`src/sv/dpf_pkg.sv`:
```
// ----------------------------------------------------------------------------
// dpf_pkg
// Shared types, constants and helper functions for the differential path
// follower.
// ----------------------------------------------------------------------------
package dpf_pkg;

    localparam int IN_DATA_W  = 328;
    localparam int OUT_DATA_W = 64;
    localparam int NSTAGE     = 11;

    localparam logic [29:0] RAD2DEG_Q24 = 30'd961264012;
    localparam logic [23:0] DEG180_Q16  = 24'd11796480;
    localparam logic [24:0] DEG360_Q16  = 25'd23592960;
    localparam logic [20:0] MOD_OFFSET  = 21'd524295;
    localparam logic [18:0] RECIP45_Q24 = 19'd372827;

    typedef enum logic
    {
        OP_CAPTURE = 1'b0,
        OP_STEP    = 1'b1
    } op_t;

    typedef enum logic [2:0]
    {
        REG_VELOCITY_FF_GAIN   = 3'd0,
        REG_ACCEL_FF_GAIN      = 3'd1,
        REG_POSITION_GAIN_FWD  = 3'd2,
        REG_POSITION_GAIN_REV  = 3'd3,
        REG_HEADING_GAIN_FWD   = 3'd4,
        REG_HEADING_GAIN_REV   = 3'd5,
        REG_INCHES_PER_TICK    = 3'd6,
        REG_TICKS_RATE_PER_IPS = 3'd7
    } cfg_idx_t;

    typedef struct packed
    {
        logic [23:0] velocity_ff_gain;
        logic [23:0] accel_ff_gain;
        logic [23:0] position_gain_fwd;
        logic [23:0] position_gain_rev;
        logic [23:0] heading_gain_fwd;
        logic [23:0] heading_gain_rev;
        logic [31:0] inches_per_tick;
        logic [31:0] ticks_rate_per_ips;
    } dpf_cfg_t;

    typedef struct packed
    {
        logic [6:0]  pad;
        logic [31:0] gyro_yaw;
        logic [31:0] right_encoder;
        logic [31:0] left_encoder;
        logic        reverse_mode;
        logic [31:0] target_heading_rad;
        logic [31:0] right_target_acc;
        logic [31:0] right_target_vel;
        logic [31:0] right_target_pos;
        logic [31:0] left_target_acc;
        logic [31:0] left_target_vel;
        logic [31:0] left_target_pos;
    } in_word_t;

    typedef struct packed
    {
        logic [32:0] pos;
        logic [32:0] vel;
        logic [32:0] acc;
        logic [31:0] delta;
    } side_in_t;

    function automatic logic [31:0] sat32(input logic [63:0] x);
        logic [31:0] r;
        if ((&x[63:31]) || (~|x[63:31]))
        begin
            r = x[31:0];
        end
        else if (x[63])
        begin
            r = 32'h8000_0000;
        end
        else
        begin
            r = 32'h7FFF_FFFF;
        end
        return r;
    endfunction

    function automatic logic [32:0] ext33(input logic [31:0] x);
        return {x[31], x};
    endfunction

    function automatic logic [32:0] neg33(input logic [31:0] x);
        return 33'd0 - {x[31], x};
    endfunction

    // Remainder by 45 from an estimated quotient that is exact or one short.
    function automatic logic [5:0] mod45(input logic [20:0] hp, input logic [15:0] q0);
        logic [21:0] t;
        t = {1'b0, hp} - (22'(q0) * 22'd45);
        if (t >= 22'd45)
        begin
            t = t - 22'd45;
        end
        return t[5:0];
    endfunction

endpackage

```
`src/sv/dpf_heading.sv`:
```
// ----------------------------------------------------------------------------
// dpf_heading
// Heading path: target heading in degrees, reverse turn, robot heading
// wrap, error wrap and the saturated heading correction term.
// ----------------------------------------------------------------------------
module dpf_heading
    import dpf_pkg::*;
(
    input  logic        clk,
    input  logic        en,
    input  dpf_cfg_t    cfg,
    input  logic        rev,
    input  logic [31:0] rad,
    input  logic [32:0] gyro_diff,
    output logic [31:0] hterm
);

    localparam logic signed [38:0] LIM_HI = $signed({15'b0, DEG180_Q16});
    localparam logic signed [38:0] LIM_LO = -LIM_HI;
    localparam logic signed [38:0] FULL   = $signed({14'b0, DEG360_Q16});

    logic signed [61:0] deg_prod_next;
    logic [20:0]        hpr_next;
    logic [39:0]        qpr_next;
    logic signed [61:0] deg_prod_reg;
    logic [20:0]        hpr_reg;
    logic [39:0]        qpr_reg;
    logic [18:0]        glow_reg;
    logic               rev2_reg;

    logic [37:0] deg_w;
    logic [38:0] x_w;
    logic [20:0] hpx_next;
    logic [24:0] robot_next;
    logic [37:0] deg3_reg;
    logic        xneg3_reg;
    logic [18:0] xlow3_reg;
    logic [20:0] hpx3_reg;
    logic [24:0] robot3_reg;
    logic        rev3_reg;

    logic [39:0] qpx_next;
    logic [37:0] deg4_reg;
    logic        xneg4_reg;
    logic [18:0] xlow4_reg;
    logic [20:0] hpx4_reg;
    logic [39:0] qpx4_reg;
    logic [24:0] robot4_reg;
    logic        rev4_reg;

    logic [24:0] rfloor_next;
    logic [37:0] deg5_reg;
    logic        xneg5_reg;
    logic [24:0] rfloor5_reg;
    logic [24:0] robot5_reg;
    logic        rev5_reg;

    logic [25:0] rtrunc;
    logic [37:0] degsel_next;
    logic [37:0] degsel6_reg;
    logic [24:0] robot6_reg;
    logic        rev6_reg;

    logic signed [38:0] diff;
    logic signed [38:0] err_next;
    logic [38:0]        err7_reg;
    logic               rev7_reg;

    logic [23:0]        hg;
    logic signed [43:0] ph_next;
    logic [43:0]        pl_next;
    logic [43:0]        ph8_reg;
    logic [43:0]        pl8_reg;

    logic [63:0] full_w;
    logic [31:0] hterm_next;
    logic [31:0] hterm_reg;

    assign deg_prod_next = $signed(rad) * $signed({1'b0, RAD2DEG_Q24});
    assign hpr_next      = {{7{gyro_diff[32]}}, gyro_diff[32:19]} + MOD_OFFSET;
    assign qpr_next      = hpr_next * RECIP45_Q24;

    assign deg_w      = deg_prod_reg[61:24];
    assign x_w        = {deg_w[37], deg_w} + {15'b0, DEG180_Q16};
    assign hpx_next   = {x_w[38], x_w[38:19]} + MOD_OFFSET;
    assign robot_next = {mod45(hpr_reg, qpr_reg[39:24]), glow_reg};

    assign qpx_next = hpx3_reg * RECIP45_Q24;

    assign rfloor_next = {mod45(hpx4_reg, qpx4_reg[39:24]), xlow4_reg};

    assign rtrunc = (xneg5_reg && (|rfloor5_reg))
                    ? ({1'b0, rfloor5_reg} - {1'b0, DEG360_Q16})
                    : {1'b0, rfloor5_reg};
    assign degsel_next = rev5_reg ? {{12{rtrunc[25]}}, rtrunc} : deg5_reg;

    assign diff = $signed({degsel6_reg[37], degsel6_reg}) - $signed({14'b0, robot6_reg});

    always_comb
    begin
        priority if (diff < LIM_LO)
        begin
            err_next = diff + FULL;
        end
        else if (diff > LIM_HI)
        begin
            err_next = diff - FULL;
        end
        else
        begin
            err_next = diff;
        end
    end

    assign hg      = rev7_reg ? cfg.heading_gain_rev : cfg.heading_gain_fwd;
    assign ph_next = $signed(err7_reg[38:20]) * $signed({1'b0, hg});
    assign pl_next = err7_reg[19:0] * hg;

    assign full_w     = {ph8_reg, 20'b0} + {20'b0, pl8_reg};
    assign hterm_next = sat32({{16{full_w[63]}}, full_w[63:16]});

    always_ff @(posedge clk)
    begin
        if (en)
        begin
            deg_prod_reg <= deg_prod_next;
            hpr_reg      <= hpr_next;
            qpr_reg      <= qpr_next;
            glow_reg     <= gyro_diff[18:0];
            rev2_reg     <= rev;

            deg3_reg   <= deg_w;
            xneg3_reg  <= x_w[38];
            xlow3_reg  <= x_w[18:0];
            hpx3_reg   <= hpx_next;
            robot3_reg <= robot_next;
            rev3_reg   <= rev2_reg;

            deg4_reg   <= deg3_reg;
            xneg4_reg  <= xneg3_reg;
            xlow4_reg  <= xlow3_reg;
            hpx4_reg   <= hpx3_reg;
            qpx4_reg   <= qpx_next;
            robot4_reg <= robot3_reg;
            rev4_reg   <= rev3_reg;

            deg5_reg    <= deg4_reg;
            xneg5_reg   <= xneg4_reg;
            rfloor5_reg <= rfloor_next;
            robot5_reg  <= robot4_reg;
            rev5_reg    <= rev4_reg;

            degsel6_reg <= degsel_next;
            robot6_reg  <= robot5_reg;
            rev6_reg    <= rev5_reg;

            err7_reg <= err_next;
            rev7_reg <= rev6_reg;

            ph8_reg <= ph_next;
            pl8_reg <= pl_next;

            hterm_reg <= hterm_next;
        end
    end

    assign hterm = hterm_reg;

endmodule

```
`config.mk`:
```
export PLATFORM = sky130hd
export DESIGN_NAME = dpf_heading
export DESIGN_NICKNAME = d
export VERILOG_FILES = /design/src/sv/dpf_pkg.sv /design/src/sv/dpf_heading.sv
export SDC_FILE = /design/constraint.sdc
export NUM_CORES = 2
export LEC_CHECK = 0
export CORE_MARGIN = 8
export CORE_UTILIZATION = 45
export CTS_BUF_LIST = sky130_fd_sc_hd__clkbuf_16
export DETAILED_ROUTE_END_ITERATION = 12
export DONT_BUFFER_PORTS = 1
export PLACE_DENSITY = 0.71
export SLEW_MARGIN = 20
export SYNTH_ARGS = -nofsm -noshare
export SYNTH_HDL_FRONTEND = slang
export SYNTH_SLANG_ARGS = --single-unit
```
`constraint.sdc`:
```
create_clock -name clk -period 8.4 [get_ports clk]
set_input_delay 1.68 -clock clk [delete_from_list [all_inputs] [get_ports clk]]
set_output_delay 1.68 -clock clk [all_outputs]
set_load 0.01 [all_outputs]
```
* Yosys cells after proc, flatten, opt, wreduce, memory -nomap -nowiden
Index checks and enable logic that the tools add are counted.
** Storage, ports and cells
- Register bits after elaboration :: 705
- Bits in read-only memories :: 0
- Memories :: 0
- Bits in writable memories :: 0
- Bits in latches :: 0
- Output and inout bits :: 32
** Operators by class
- Eq/ne operators :: 0
- $add $sub $neg :: 12
- Reductions and logical operators :: 6
- Multiply operators :: 7
- Shift operators :: 0
- Mux-type cells :: 9
- Bitwise operators :: 0
- Order comparisons :: 4
- Div/mod/pow operators :: 0
** Operators with widths (count)
- $mul 21x19->40 const B :: 2
- $mux 39 :: 2
- $add 64x44->64 :: 1
- $mux 32 :: 2
- $mul 32x29->60 const B :: 1
- $ge 22x6->1 const B :: 2
- $mul 16x6->22 const B :: 2
- $mul 19x25->44 :: 1
- $mul 20x24->44 :: 1
- $sub 21x22->22 :: 2
- $add 21x20->21 const B :: 2
- $add 38x25->39 const B :: 1
- $add 39x26->39 const B :: 1
- $gt 39x25->1 const B :: 1
- $lt 39x25->1 const B :: 1
- $sub 38x26->39 :: 1
- $sub 39x26->39 const B :: 1
- $mux 38 :: 1
- $mux 26 :: 1
- $sub 25x25->26 const B :: 1
- $reduce_or 25->1 :: 1
- $mux 24 :: 1
- $reduce_and 17->1 :: 1
- $reduce_or 17->1 :: 1
- 5 further kinds :: 7

* Longest topological paths before layout
- Depth after elaboration :: 5
- Gate-level depth with buffers :: 33

* Worst setup path after synthesis
No wires, ideal clock.
- Path type :: input-to-reg
- Start point :: input port rad[15]
- End point :: register deg_prod_reg[55] (data pin)
- Path slack :: -424 ps
- Stages on the path :: 27
- Required time :: 8138 ps
- Setup time :: 262 ps
- Arrival time :: 8561 ps
- Cells stage by stage :: ha_1 inv_1 fa_1 fa_1 inv_1 fa_1 inv_1 fa_1 inv_1 fa_1 fa_1 inv_1 fa_1 inv_1 ha_1 nand4_1 or2_1 a21oi_1 or4_1 o31a_1 a21o_1 a2111oi_0 o31ai_1 a21oi_1 o21a_1 o21bai_1 xor2_1
** On the way
- Word-level cells in the longest chain between the ends :: 1
** Ends and longest elaborated chain
- start, declared :: RTL line dpf_heading.sv:13 : input logic [31:0] rad,
- $mul 32x29->60 :: RTL line dpf_heading.sv:79 : assign deg_prod_next = $signed(rad) * $signed({1'b0, RAD2DEG_Q24});
- via deg_prod_next[55] :: RTL line dpf_heading.sv:22 : logic signed [61:0] deg_prod_next;
- end signal, assigned :: RTL line dpf_heading.sv:126 : deg_prod_reg <= deg_prod_next;
- end, declared :: RTL line dpf_heading.sv:25 : logic signed [61:0] deg_prod_reg;
The timed path passes the listed nets, and every way through them passes these cells.
A chain may end at the register's enable or synchronous reset.

* Worst setup path in the final report
- Start point :: input port cfg[72] in the netlist's numbering
- End point :: register pl8_reg[38] (data pin)
** On the way
- Word-level cells in the longest chain between the ends :: 2
** Ends and longest elaborated chain
- start, declared :: RTL line dpf_heading.sv:11 : input dpf_cfg_t cfg,
- $mux 24 :: RTL line dpf_heading.sv:115 : assign hg = rev7_reg ? cfg.heading_gain_rev : cfg.heading_gain_fwd;
- $mul 20x24->44 :: RTL line dpf_heading.sv:117 : assign pl_next = err7_reg[19:0] * hg;
- via pl_next[38] :: RTL line dpf_heading.sv:71 : logic [43:0] pl_next;
- end signal, assigned :: RTL line dpf_heading.sv:161 : pl8_reg <= pl_next;
- end, declared :: RTL line dpf_heading.sv:73 : logic [43:0] pl8_reg;
The timed path passes the listed nets, and every way through them passes these cells.

==> impl_metrics.toml <==
[run_status]
status = "completed"

[drt]
drc = 0
drt_iter0_markers = 3793
ant_nets = 0
wl_per_cell_um = 18.4
via_per_inst = 5.12
totalWireLength_um = 214000
dr.pass1.iters = 6
num_vias = 59700

[die]
die_h_um = 459
io_pins = 308
num_rows = 162
core_area_mm2 = 0.195
fp.dieArea_mm2 = 0.211
die_w_um = 459
initial_utilization_pct = 45.3

[timing]
min_period_ns = 8.20
clock_skew_ns = 0.0398
fin_crit_sh_pct = 97.6
timing.hold.ws_ns = 0.411
final-hold-violation-count = 0
tightestPinTransition_ns = 1.12
rsz0062_at_grt = "no"
max_freq_mhz = 122
setup_slack_ns = 0.202
slew_headroom_pct = 25.2
setup_viol = 0
slew_violations = 0

[worst_setup_path]
critPathTopFamily = "adder cells"
cp.arrival_ns = 8.63
cp_max_fo = 17
required_ns = 8.83
end_kind = "register"
max_stage_delay_ns = 0.56
worst-path-buf-inv = 5
critPathLaunchType = "primary input"
crit_path_top_delay_cell = "fa_1"
setup.worst_path.class = "primary input to register"
worst_path_most_repeated_cell = "fa_1"

[synthesis]
ys_types = 92
async_flop_share_pct = 0
synthCells = 8637
synth_top_flop_cell = "edfxtp_1"
synth-edff-count = 564
syn_avg_cell_area_um2 = 10.2
synth_top_area_share_pct = 34.8
synth_area_leader_cell = "fa_1"
synth_nets = 11600
synthTopCellsByArea = "fa_1 (35%), edfxtp_1 (19%), ha_1 (16%)"
syn_area_mm2 = 0.0883
synth_warnings = 0
ys_ff_latch = 564
yosysSeqAreaShare_pct = 19.2

[grt]
grt_max_degree = 565
grt_overflow = 0
use_met2_pct = 35.9
antenna_found_initial = 13
met1_usage_pct = 25.2
busiest_layer = "met2"
first_global_vias = 65400
grt_first_pass_wirelength_um = 345000
grtUsageTotal_pct = 20.4
use_met3_pct = 3.38

[final_layout]
final_cell_mix = "inv_1 (2277), fa_1 (1535), ha_1 (1117), nand2_1 (699), edfxtp_1 (564)"
layout.cells.non_filler = 11700
syn2layout_area_growth_pct = 10.2
fin_util_pct = 49.9
fin_nets = 11900
drive_gt1_share_pct = 7.88
largest_reg_flops = 44
final_common_cell = "inv_1"

[clock_tree]
numCtsBuffers = 68
clk_pin_slew_ns = 0.06
cts_tree = "done"
clock_latency_ns = 0.68
cts_root_buffer = "clkbuf_16"
cts.sinks = 564
cts.htree.levels = 3
clockBufferDepth = 3

[place]
dp_cells = 11500
numPortBuffers = 0
pre_cts_ws_ns = -0.760
gp_congestion = 0.954
place_hpwl_um = 181000

[min_path]
min_path_type = "register to register"

[job]
max_cap_violations = 0
cell usage after synthesis, types with 12 or more instances:
cell type	count
o211ai_1	14
nor2_1	199
inv_1	2271
xnor2_1	209
and3_1	37
o21ai_1	14
nand2_1	699
a21oi_1	234
nor3_1	65
mux2i_1	18
clkbuf_1	210
mux2_2	30
and2_1	396
or2_2	24
o21ai_0	139
o21bai_1	27
fa_1	1535
a21o_1	131
ha_1	1124
xor2_1	137
a211oi_1	29
o31ai_1	17
o21a_1	40
nand4_1	42
nor4_1	30
o22ai_1	12
edfxtp_1	564
or3_1	22
nand3_1	73
nor2b_1	31
nand2b_1	40
a31oi_1	27
cell type report:
type | instances | area, um2
clock buffers | 68 | 1700
flip-flops and latches | 564 | 16900
diodes | 1 | 2.50
clock inverters | 56 | 592
inverters | 2273 | 8540
multi-input cells | 5580 | 62300
fillers | 17400 | 97600
repair buffers | 493 | 4030
well taps | 2624 | 3280
path summary, 6_finish.rpt:
path | end | slack (ns) | cells after the start | from
setup / recovery | pl8_reg[38] | 0.20 | 26 | cfg[72]
hold / removal | deg3_reg[1] | 0.41 | 0 | deg_prod_reg[25]
setup reg to reg | pl8_reg[38] | 0.47 | 27 | rev7_reg
hold reg to reg | deg3_reg[1] | 0.41 | 0 | deg_prod_reg[25]
worst register-to-register path, cell delays in order (launching register included):
cell and delay, ns:
edfxtp_1 0.38, buf_12 0.24, mux2_2 0.48, buf_4 0.23, buf_12 0.17, and2_1 0.21
fa_1 0.54, inv_1 0.05, fa_1 0.47, fa_1 0.51, inv_1 0.05, fa_1 0.56
fa_1 0.44, fa_1 0.51, fa_1 0.43, ha_1 0.37, a21o_1 0.17, a21oi_1 0.08
nor2b_1 0.26, o211ai_1 0.18, buf_4 0.17, a21o_1 0.21, a21o_4 0.25, o21ai_1 0.18
a21o_1 0.17, a21oi_2 0.07, o21ba_2 0.21, xnor2_1 0.11
metal layers:
| metal | up-vias | wire length (um) |
|---|---|---|
| met2 | 1835 | 105000 |
| met3 | 465 | 13100 |
| met4 | 4 | 8990 |
| met1 | 29900 | 87200 |
| met5 | - | 19 |
| li1 | 27500 | - |
per-stage QoR:
| stage | cell area, um2 | setup TNS [ns] |
|---|---|---|
| 6_report | 97400 | 0 |
| 5_1_grt | 97400 | 0 |
| 4_1_cts | 97100 | 0 |
| 3_5_place_dp | 94800 | -23.70 |
| 3_3_place_gp | 94800 | -19.41 |
| 2_1_floorplan | 88500 | -0.110 |
kinds of logic after synthesis:
family / count (synthesis) / synth area share (%)
adder cells (fa/ha/maj): 2659 / 50.7
AND/OR/NAND/NOR: 1712 / 9.50
flip-flops: 564 / 19.2
XOR/XNOR: 346 / 3.43
other: 1 / 0.00424
multiplexers: 50 / 0.625
buffers and inverters: 2493 / 10.6
AO/OA/AOI/OAI: 812 / 5.95
repair_timing:
item                       4_1_cts  5_1_grt
hold buffers                     0        0
gates resized for setup          1       28
setup buffers                    0        2
pin swaps                        0        8
setup endpoints to repair        3       29
Power is not shown: default switching activity piles up to over one toggle a cycle in this logic, so the estimate is an artifact.
